## src/design/vn3_pkg.sv

```systemverilog
// Shared types, constants and the blend function of the 3D value noise block.
package vn3_pkg;

	localparam int TABLE_BITS = 8;
	localparam int FRAC_BITS = 16;
	localparam int VALUE_BITS = 16;

	localparam logic KIND_WRITE = 1'b0;
	localparam logic KIND_EVAL = 1'b1;

	localparam logic [1:0] SEL_VALUE = 2'd0;
	localparam logic [1:0] SEL_PERM_X = 2'd1;
	localparam logic [1:0] SEL_PERM_Y = 2'd2;
	localparam logic [1:0] SEL_PERM_Z = 2'd3;

	typedef logic [TABLE_BITS-1:0] cell_t;
	typedef logic [FRAC_BITS-1:0] frac_t;
	typedef logic [VALUE_BITS-1:0] value_t;

	// Linear blend (a*(1-s) + b*s) in Q0.F, saturated to the value range.
	function automatic value_t lerp(input value_t a, input value_t b, input frac_t s);
		logic [FRAC_BITS:0] w;
		logic [VALUE_BITS+FRAC_BITS+1:0] sum;
		w = (FRAC_BITS+1)'(1 << FRAC_BITS) - (FRAC_BITS+1)'(s);
		sum = (VALUE_BITS+FRAC_BITS+2)'(a) * (VALUE_BITS+FRAC_BITS+2)'(w)
			+ (VALUE_BITS+FRAC_BITS+2)'(b) * (VALUE_BITS+FRAC_BITS+2)'(s);
		if (sum[VALUE_BITS+FRAC_BITS+1:VALUE_BITS+FRAC_BITS] != 2'b00) begin
			return '1;
		end
		return sum[VALUE_BITS+FRAC_BITS-1:FRAC_BITS];
	endfunction

endpackage

```

## src/design/vn3_smooth.sv

```systemverilog
// Two-stage Hermite smoothing s = t*t*(3-2t) of one fraction.
module vn3_smooth (
	input  logic           clk,
	input  logic           en,
	input  vn3_pkg::frac_t t,
	output vn3_pkg::frac_t s
);
	import vn3_pkg::*;

	logic [2*FRAC_BITS-1:0] sq;
	frac_t q_s2;
	frac_t t_s2;
	logic [FRAC_BITS+1:0] k;
	logic [2*FRAC_BITS+1:0] prod;

	assign sq = (2*FRAC_BITS)'(t) * (2*FRAC_BITS)'(t);
	assign k = (FRAC_BITS+2)'(3 << FRAC_BITS) - {1'b0, t_s2, 1'b0};
	assign prod = (2*FRAC_BITS+2)'(q_s2) * (2*FRAC_BITS+2)'(k);

	always_ff @(posedge clk) begin
		if (en) begin
			q_s2 <= sq[2*FRAC_BITS-1:FRAC_BITS];
			t_s2 <= t;
			s <= prod[2*FRAC_BITS-1:FRAC_BITS];
		end
	end
endmodule

```

## config.mk

```make
export PLATFORM = sky130hd
export DESIGN_NAME = vn3_smooth
export DESIGN_NICKNAME = d
export VERILOG_FILES = /design/src/design/vn3_pkg.sv /design/src/design/vn3_smooth.sv
export SDC_FILE = /design/constraint.sdc
export NUM_CORES = 1
export LEC_CHECK = 0
export BUFFER_PORTS_ARGS = -buffer_cell sky130_fd_sc_hd__buf_2
export CORE_ASPECT_RATIO = 0.7
export CORE_MARGIN = 10
export CORE_UTILIZATION = 67
export DETAILED_ROUTE_END_ITERATION = 8
export GPL_ROUTABILITY_DRIVEN = 0
export PLACE_DENSITY = 0.89
export SKIP_CTS_REPAIR_TIMING = 1
export SLEW_MARGIN = 10
export SYNTH_ARGS = -nofsm -noshare
export SYNTH_HDL_FRONTEND = slang
export SYNTH_SLANG_ARGS = --single-unit
```

## constraint.sdc

```tcl
create_clock -name clk -period 10 [get_ports clk]
set_input_delay 2 -clock clk [delete_from_list [all_inputs] [get_ports clk]]
set_output_delay 2 -clock clk [all_outputs]
set_load 0.005 [all_outputs]
```

==> flow_summary.toml <==
[outcome]
status = "completed"

[clocking]
cts.sinks = 48
numCtsBuffers = 5
clk_latency_ps = 310
root_buffer = "clkbuf_16"
clk_pin_slew_ps = 70
cts.htree.levels = 2
cts_tree = "built"
clk_path_buf_depth = 2

[sta]
period_minus_slack_ps = 8530
hold_slack_ps = 1190
max_slew_margin_pct = 20.6
min_period_over_period_pct = 85.3
max_freq_mhz = 117
setup_tns_ps = 0
finalClockSkew_ps = 9.53
setup_viol = 0
worstMarginPinSlew_ps = 1190
final_hold_viol_count = 0
grt_setup_unrepaired = "false"
final_max_slew_viol_count = 0

[setup_path]
cp_slowest_cell = "xnor2_2"
critPathMaxStageDelay_ps = 700
startpoint_type = "register"
crit_family = "adder cells"
worst_setup_path_end_kind = "register"
crit_chain = "nor2_1 -> nand3_1 -> or4_1 -> xnor2_2 -> nand2_1 -> fa_1 -> fa_1 -> inv_1 -> fa_1 -> fa_1 -> fa_1 -> inv_1 -> fa_1 -> inv_1 -> ha_1 -> a211o_1 -> o22ai_1 -> a21oi_1 -> a221oi_1 -> o21ai_0 -> a21oi_1 -> o21bai_1 -> xor2_1"
crit_fanout = 18
critPathKind = "register to register"
cp_common_cell = "fa_1"
cp.buffers_inverters = 3
cp_data_arrival_time_ps = 8590
worstPathRequired_ps = 10060

[synthesis]
yosysWarningCount = 0
async_flop_share_pct = 0
synth_enable_flop_cells = 48
synth.avg_cell_area_um2 = 9.48
ys.flop_type = "edfxtp_1"
synth_area_mm2 = 0.0168
synth_seq_cells = 48
syn-instance-count = 1768
ys_types = 55
yosysSeqAreaShare_pct = 8.60
syn-num-nets = 2347

[run]
cap_violations = 0

[final_layout]
n_antenna_cell = 0
mostFrequentLayoutCell = "inv_1"
syn_to_final_growth_pct = 4.02
finalNetCount = 2343
mostFrequentLayoutCells = "inv_1 (477), fa_1 (370), nand2_1 (209), ha_1 (191), and2_1 (181)"
drive_gt1_share_pct = 4.14

[detailed_routing]
num_vias = 12141
wl_per_cell_um = 19.7
firstDrtPassIters = 7
vias_per_cell = 5.81
drt_iter0_drc = 1091
routed_wl_um = 41100
postRouteAntennaNets = 0
drc_errors = 0

[floorplan]
die_w_um = 209
pin_count = 34
rows = 48
floorplan.initialDensity_pct = 68.0
die_h_um = 152
die_area_mm2 = 0.0318
core_area_mm2 = 0.0246

[grt]
grt_pass1_wl_um = 68700
grt-ovfl-total = 0
antenna_found_initial = 0
first_global_vias = 13735
grtUsageTotal_pct = 26.7
grt_max_degree = 49

[placement]
dp_hpwl_um = 32900
io_buffers = 33

[worst_hold_path]
hold_class = "register to register"
## routing by layer
layer	routed length, um	vias to the layer above	GRT usage (%)	part of all wire (%)
met5	0	-	0	0
met3	4960	141	7.70	12
met1	15500	6036	34.1	38
li1	-	5197	-	-
met4	1330	0	7.79	3.2
met2	19400	767	43.5	47
## worst paths after layout
| path | from | endpoint | slack, ps | cells past startpoint |
|---|---|---|---|---|
| hold / removal | q_s2[15] | s[15] | 1190 | 3 |
| hold reg to reg | q_s2[15] | s[15] | 1190 | 3 |
| setup reg to reg | t_s2[0] | s[8] | 1470 | 23 |
| setup / recovery | t_s2[0] | s[8] | 1470 | 23 |
## synthesized netlist by cell type (all sizes together), types with 2 or more instances
cell type  instances  area, um^2
inv              477        1790
fa               370        7410
nand2            209         785
ha               191        2390
and2             182        1140
clkbuf            49         184
edfxtp            48        1440
nor2              44         165
xnor2             43         384
a21oi             28         144
xor2              20         175
a21o              12        91.3
nand3             12        60.1
o21ai             11        55.1
nor3              10        50.1
a211oi             5        37.5
or2                5        31.3
and3               4        26.3
nor2b              4        25.0
a221o              3        31.3
buf                3        12.5
nand4              3        18.8
nor4               3        18.8
o21a               3        22.5
o21bai             3        22.5
a2111oi            2        23.8
a211o              2        18.8
a221oi             2        17.5
a31oi              2        12.5
o41ai              2        43.8
or3                2        12.5
or4                2        15.0
## cell type report
cell class / count / area [um^2]
multi-input combinational: 1191 / 13400
clock inverter: 3 / 68.8
tap: 325 / 407
timing repair buffer: 41 / 225
inverter: 477 / 1790
sequential: 48 / 1440
fill: 1693 / 7190
clock buffer: 5 / 125
## logic make-up (layout without fill, tap and decap cells)
family                     Yosys count  count (layout)  synth area share (%)
AOI/OAI and AO/OA                   82              82                  3.48
xor gates and xnor gates            63              63                  3.34
adders and majority gates          561             561                  58.5
buffers and inverters              529             526                  11.9
DFF                                 48              48                  8.60
muxes                                1               1                0.0672
and+or+nand+nor                    484             484                  14.2
## worst min-delay path, cell delays in order, from the launching register on
cell and delay, ps:
edfxtp_1 650, nand2_1 170, xnor2_1 100, xnor2_1 150
## per-stage QoR
stage                     instance area, um^2  util (%)  worst slack (ps)  cells
after floorplan                         16800         -              2270   1768
after global placement                  17200      70.0              1910   2082
after detailed placement                17200      70.0              1630   2082
after CTS                               17400      70.8              1560   2090
after global routing                    17400      70.8              1030   2090
final                                   17400      70.8              1470   2090
## state kept, by name, indices dropped and copies added, names as in the netlist
name / count
q_s2: 16
t_s2: 16
s: 16
Power is left out: the tool's default activity adds up to more than one toggle a clock period on the data nets, which glitch-free logic cannot reach.
