`src/design/vn3_pkg.sv`:
```
// Shared types, constants and the blend function of the 3D value noise block.
package vn3_pkg;

	localparam int TABLE_BITS = 8;
	localparam int FRAC_BITS = 16;
	localparam int VALUE_BITS = 16;

	localparam logic KIND_WRITE = 1'b0;
	localparam logic KIND_EVAL = 1'b1;

	localparam logic [1:0] SEL_VALUE = 2'd0;
	localparam logic [1:0] SEL_PERM_X = 2'd1;
	localparam logic [1:0] SEL_PERM_Y = 2'd2;
	localparam logic [1:0] SEL_PERM_Z = 2'd3;

	typedef logic [TABLE_BITS-1:0] cell_t;
	typedef logic [FRAC_BITS-1:0] frac_t;
	typedef logic [VALUE_BITS-1:0] value_t;

	// Linear blend (a*(1-s) + b*s) in Q0.F, saturated to the value range.
	function automatic value_t lerp(input value_t a, input value_t b, input frac_t s);
		logic [FRAC_BITS:0] w;
		logic [VALUE_BITS+FRAC_BITS+1:0] sum;
		w = (FRAC_BITS+1)'(1 << FRAC_BITS) - (FRAC_BITS+1)'(s);
		sum = (VALUE_BITS+FRAC_BITS+2)'(a) * (VALUE_BITS+FRAC_BITS+2)'(w)
			+ (VALUE_BITS+FRAC_BITS+2)'(b) * (VALUE_BITS+FRAC_BITS+2)'(s);
		if (sum[VALUE_BITS+FRAC_BITS+1:VALUE_BITS+FRAC_BITS] != 2'b00) begin
			return '1;
		end
		return sum[VALUE_BITS+FRAC_BITS-1:FRAC_BITS];
	endfunction

endpackage

```
`src/design/vn3_ram.sv`:
```
// Table memory with one write port and two registered read ports.
module vn3_ram #(
	parameter int W = 8
) (
	input  logic               clk,
	input  logic               en,
	input  logic               we,
	input  vn3_pkg::cell_t     waddr,
	input  logic [W-1:0]       wdata,
	input  vn3_pkg::cell_t     raddr_a,
	input  vn3_pkg::cell_t     raddr_b,
	output logic [W-1:0]       rdata_a,
	output logic [W-1:0]       rdata_b
);
	import vn3_pkg::*;

	logic [W-1:0] mem [1 << TABLE_BITS];

	always_ff @(posedge clk) begin
		if (we) begin
			mem[waddr] <= wdata;
		end
	end

	// Reads hold while the pipeline is frozen.
	always_ff @(posedge clk) begin
		if (en) begin
			rdata_a <= mem[raddr_a];
			rdata_b <= mem[raddr_b];
		end
	end
endmodule

```
`config.mk`:
```
export PLATFORM = sky130hd
export DESIGN_NAME = vn3_ram
export DESIGN_NICKNAME = d
export VERILOG_FILES = /design/src/design/vn3_pkg.sv /design/src/design/vn3_ram.sv
export SDC_FILE = /design/constraint.sdc
export NUM_CORES = 2
export LEC_CHECK = 0
export CORE_ASPECT_RATIO = 0.75
export CORE_MARGIN = 2
export CORE_UTILIZATION = 60
export DETAILED_ROUTE_END_ITERATION = 8
export DONT_BUFFER_PORTS = 1
export PLACE_DENSITY = 0.75
export SLEW_MARGIN = 20
export SYNTH_ARGS = -nofsm -noshare
export SYNTH_HDL_FRONTEND = slang
export SYNTH_SLANG_ARGS = --single-unit
```
`constraint.sdc`:
```
create_clock -name clk -period 5.3 [get_ports clk]
set_input_delay 1.06 -clock clk [delete_from_list [all_inputs] [get_ports clk]]
set_output_delay 1.06 -clock clk [all_outputs]
set_load 0.02 [all_outputs]
```
==> impl_metrics.yaml <==
placement:
  dpl.hpwl_um: 168000
  pre_cts_ws_ns: 1.01
  gp_congestion: 0.932
  port-buffer-count: 0
  placed_cell_area_um2: 98100
layout:
  nFillCells: 10400
  layout_commonest_cell: "edfxtp_1"
  fin_nets: 4801
  final_area_um2: 104000
  most-common-layout-cells: "edfxtp_1 (2064), mux4_2 (1051), nor2_1 (279)"
  fin_util_pct: 64.9
  regArea_um2: 62000
  multi_input_area_um2: 32600
  area_growth_pct: 7.20
  drive_gt1_share_pct: 30.4
die:
  die_h_um: 352
  boundaryPins: 51
  die_x_um: 469
  start_util_pct: 60.6
  core_area_um2: 160000
  rows: 127
  die_area_um2: 165000
yosys:
  yosysUniqueCellTypes: 64
  synth_cells: 4847
  async_flop_share_pct: 0
  ys.warnings.count: 0
  ys_ff_latch: 2064
  synth_area_leaders: "edfxtp_1 (64%), mux4_2 (24%), mux2i_1 (2.4%), nor2_1 (1.2%), o221ai_1 (0.59%)"
  yosys_most_used_dff: "edfxtp_1"
  yosys.area.top_type: "edfxtp_1"
  syn_avg_cell_area_um2: 20.0
  synth_top_area_share_pct: 63.8
  syn_area_um2: 97100
  synth_edf_count: 2064
  synthesis.nets: 4882
  yosysSeqAreaShare_pct: 63.8
outcome:
  violations: "slew limit"
  status: "complete, but fails checks"
cts:
  clk_pin_slew_ns: 0.06
  cts_tree: "built"
  cts_buffers: 189
  cts_resized: 0
  cts.sinks: 2064
  htree_levels: 4
  root_buffer: "clkbuf_16"
  clk-insertion-delay-late_ns: 0.85
  clk_path_buf_depth: 3
timing:
  slew_viol_final: 761
  fmax_mhz: 208
  fin_skew_ns: 0.0390
  hold_viol_final: 0
  worst_slack_ns: 0.487
  rsz0062_at_grt: "false"
  finalCritPeriodShare_pct: 90.8
  min_period_ns: 4.81
  setup_viol: 0
  tightest_slew_ns: 2.03
  slew-limit-headroom_pct: -35.5
  fin_setup_tns_ns: 0
global_route:
  grt_antenna_before_repair: 10
  grt_max_degree: 555
  grt_pass1_wl_um: 403000
  grt_usage_pct: 34.8
  grt_pass1_vias: 53500
  grt_overflow: 0
min_path:
  worst_hold_path_type: "in -> reg"
setup_path:
  critical_path.most_common_cell: "buf_16"
  arrival_ns: 5.39
  cp_slowest_cell: "o32ai_1"
  path_class: "in -> reg"
  critPathCaptureType: "flop"
  start_kind: "input port"
  cp_slowest_stage_delay_ns: 0.77
  crit_path_cell_trace: "buf_16 -> buf_16 -> buf_16 -> mux4_2 -> a22o_1 -> a221oi_1 -> o22ai_1 -> o32ai_1 -> nor3_1"
  cp_max_fo: 89
  worst_ep_required_time_ns: 5.87
route:
  ant_nets: 0
  wl_per_cell_um: 40.6
  vias: 55100
  firstDrtPassIters: 9
  drt_iter0_drc: 10300
  viasPerCell: 7.81
  drc: 0
  drt_wl_total_um: 287000
power_and_ir_drop:
  peakVddDrop_mv: 0.381
  power_leakage_uw: 0.0319
  power_density_nw_per_um2: 322
  power_uw: 33600
flow_run:
  drv_cap: 0
per-stage QoR:
stage          hold WS (ns)  std cells
2_1_floorplan         0.903       4847
3_3_place_gp           1.07       6696
3_5_place_dp           1.10       6697
4_1_cts               0.287       7038
5_1_grt               0.316       7044
6_report              0.329       7053
what timing repair did:
action | CTS | global route
hold buffers | 0 | 0
endpoints found under the setup margin | 0 | 1
setup buffers | 0 | 0
power breakdown:
part           total, uW  internal (uW)  switching, uW  leakage, uW
Clock              13300           7230           6040      0.00283
Sequential         18100          18000           62.4       0.0186
Combinational       2200           1120           1080       0.0105
cells by family (layout without fill, tap and decap cells):
kind of cell           Yosys count  in the layout  synth area share [%]
other                            0              9                     0
buffers and inverters          401            470                  2.73
DFF                           2064           2064                  63.8
AOI/OAI and AO/OA              466            466                  3.53
muxes                         1325           1325                  27.2
and+or+nand+nor                591            591                  2.69
worst max-delay path, delay by kind of cell:
family | cells | cell delay (ns)
AO/OA/AOI/OAI | 4 | 1.66
buffers and inverters | 3 | 1.40
multiplexers | 1 | 0.62
AND/OR/NAND/NOR | 1 | 0.10
area by class of cell:
type | count | area share (%)
clock buffers | 239 | 4.84
flip-flops and latches | 2064 | 59.5
well taps | 2128 | 2.56
repair buffers | 123 | 1.02
diodes | 9 | 0.0216
clock inverters | 102 | 0.740
inverters | 6 | 0.0252
multi-input cells | 2382 | 31.3
worst paths after layout:
check / start / end / slack, ns / cells past startpoint
max reg2reg: mem[115][7] / rdata_b[7] / 2.20 / 5
min: en / rdata_b[1] / 0.33 / 0
max: raddr_a[0] / rdata_a[5] / 0.49 / 9
min reg2reg: mem[128][5] / rdata_a[5] / 1.13 / 5
routing by layer:
layer	global-route usage [%]	up-vias	part of all wire (%)
li1	-	20900	-
met2	49.3	4621	44
met3	12.1	665	16
met4	14.0	8	4.7
met5	0	-	0.020
met1	50.2	28900	35
state kept, by name, indices dropped and copies added (netlist names):
name     count
mem       2048
rdata_a      8
rdata_b      8
synthesized netlist by cell type (all sizes together), types with 6 or more instances:
cell     instances
a211o            6
a211oi          28
a21oi           79
a221o           10
a221oi          37
a22o            22
a22oi           62
a2bb2oi          9
and2            12
buf            258
clkbuf         137
edfxtp        2064
mux2            38
mux2i          236
mux4          1051
nand2          114
nand2b          11
nand3           52
nand3b           6
nand4           13
nor2           299
nor2b           27
nor3            21
nor3b            7
nor4             7
o211ai          13
o21ai           37
o221ai          67
o22ai           48
o31ai           11
or2              6
Power figures use the tool's default switching activity.
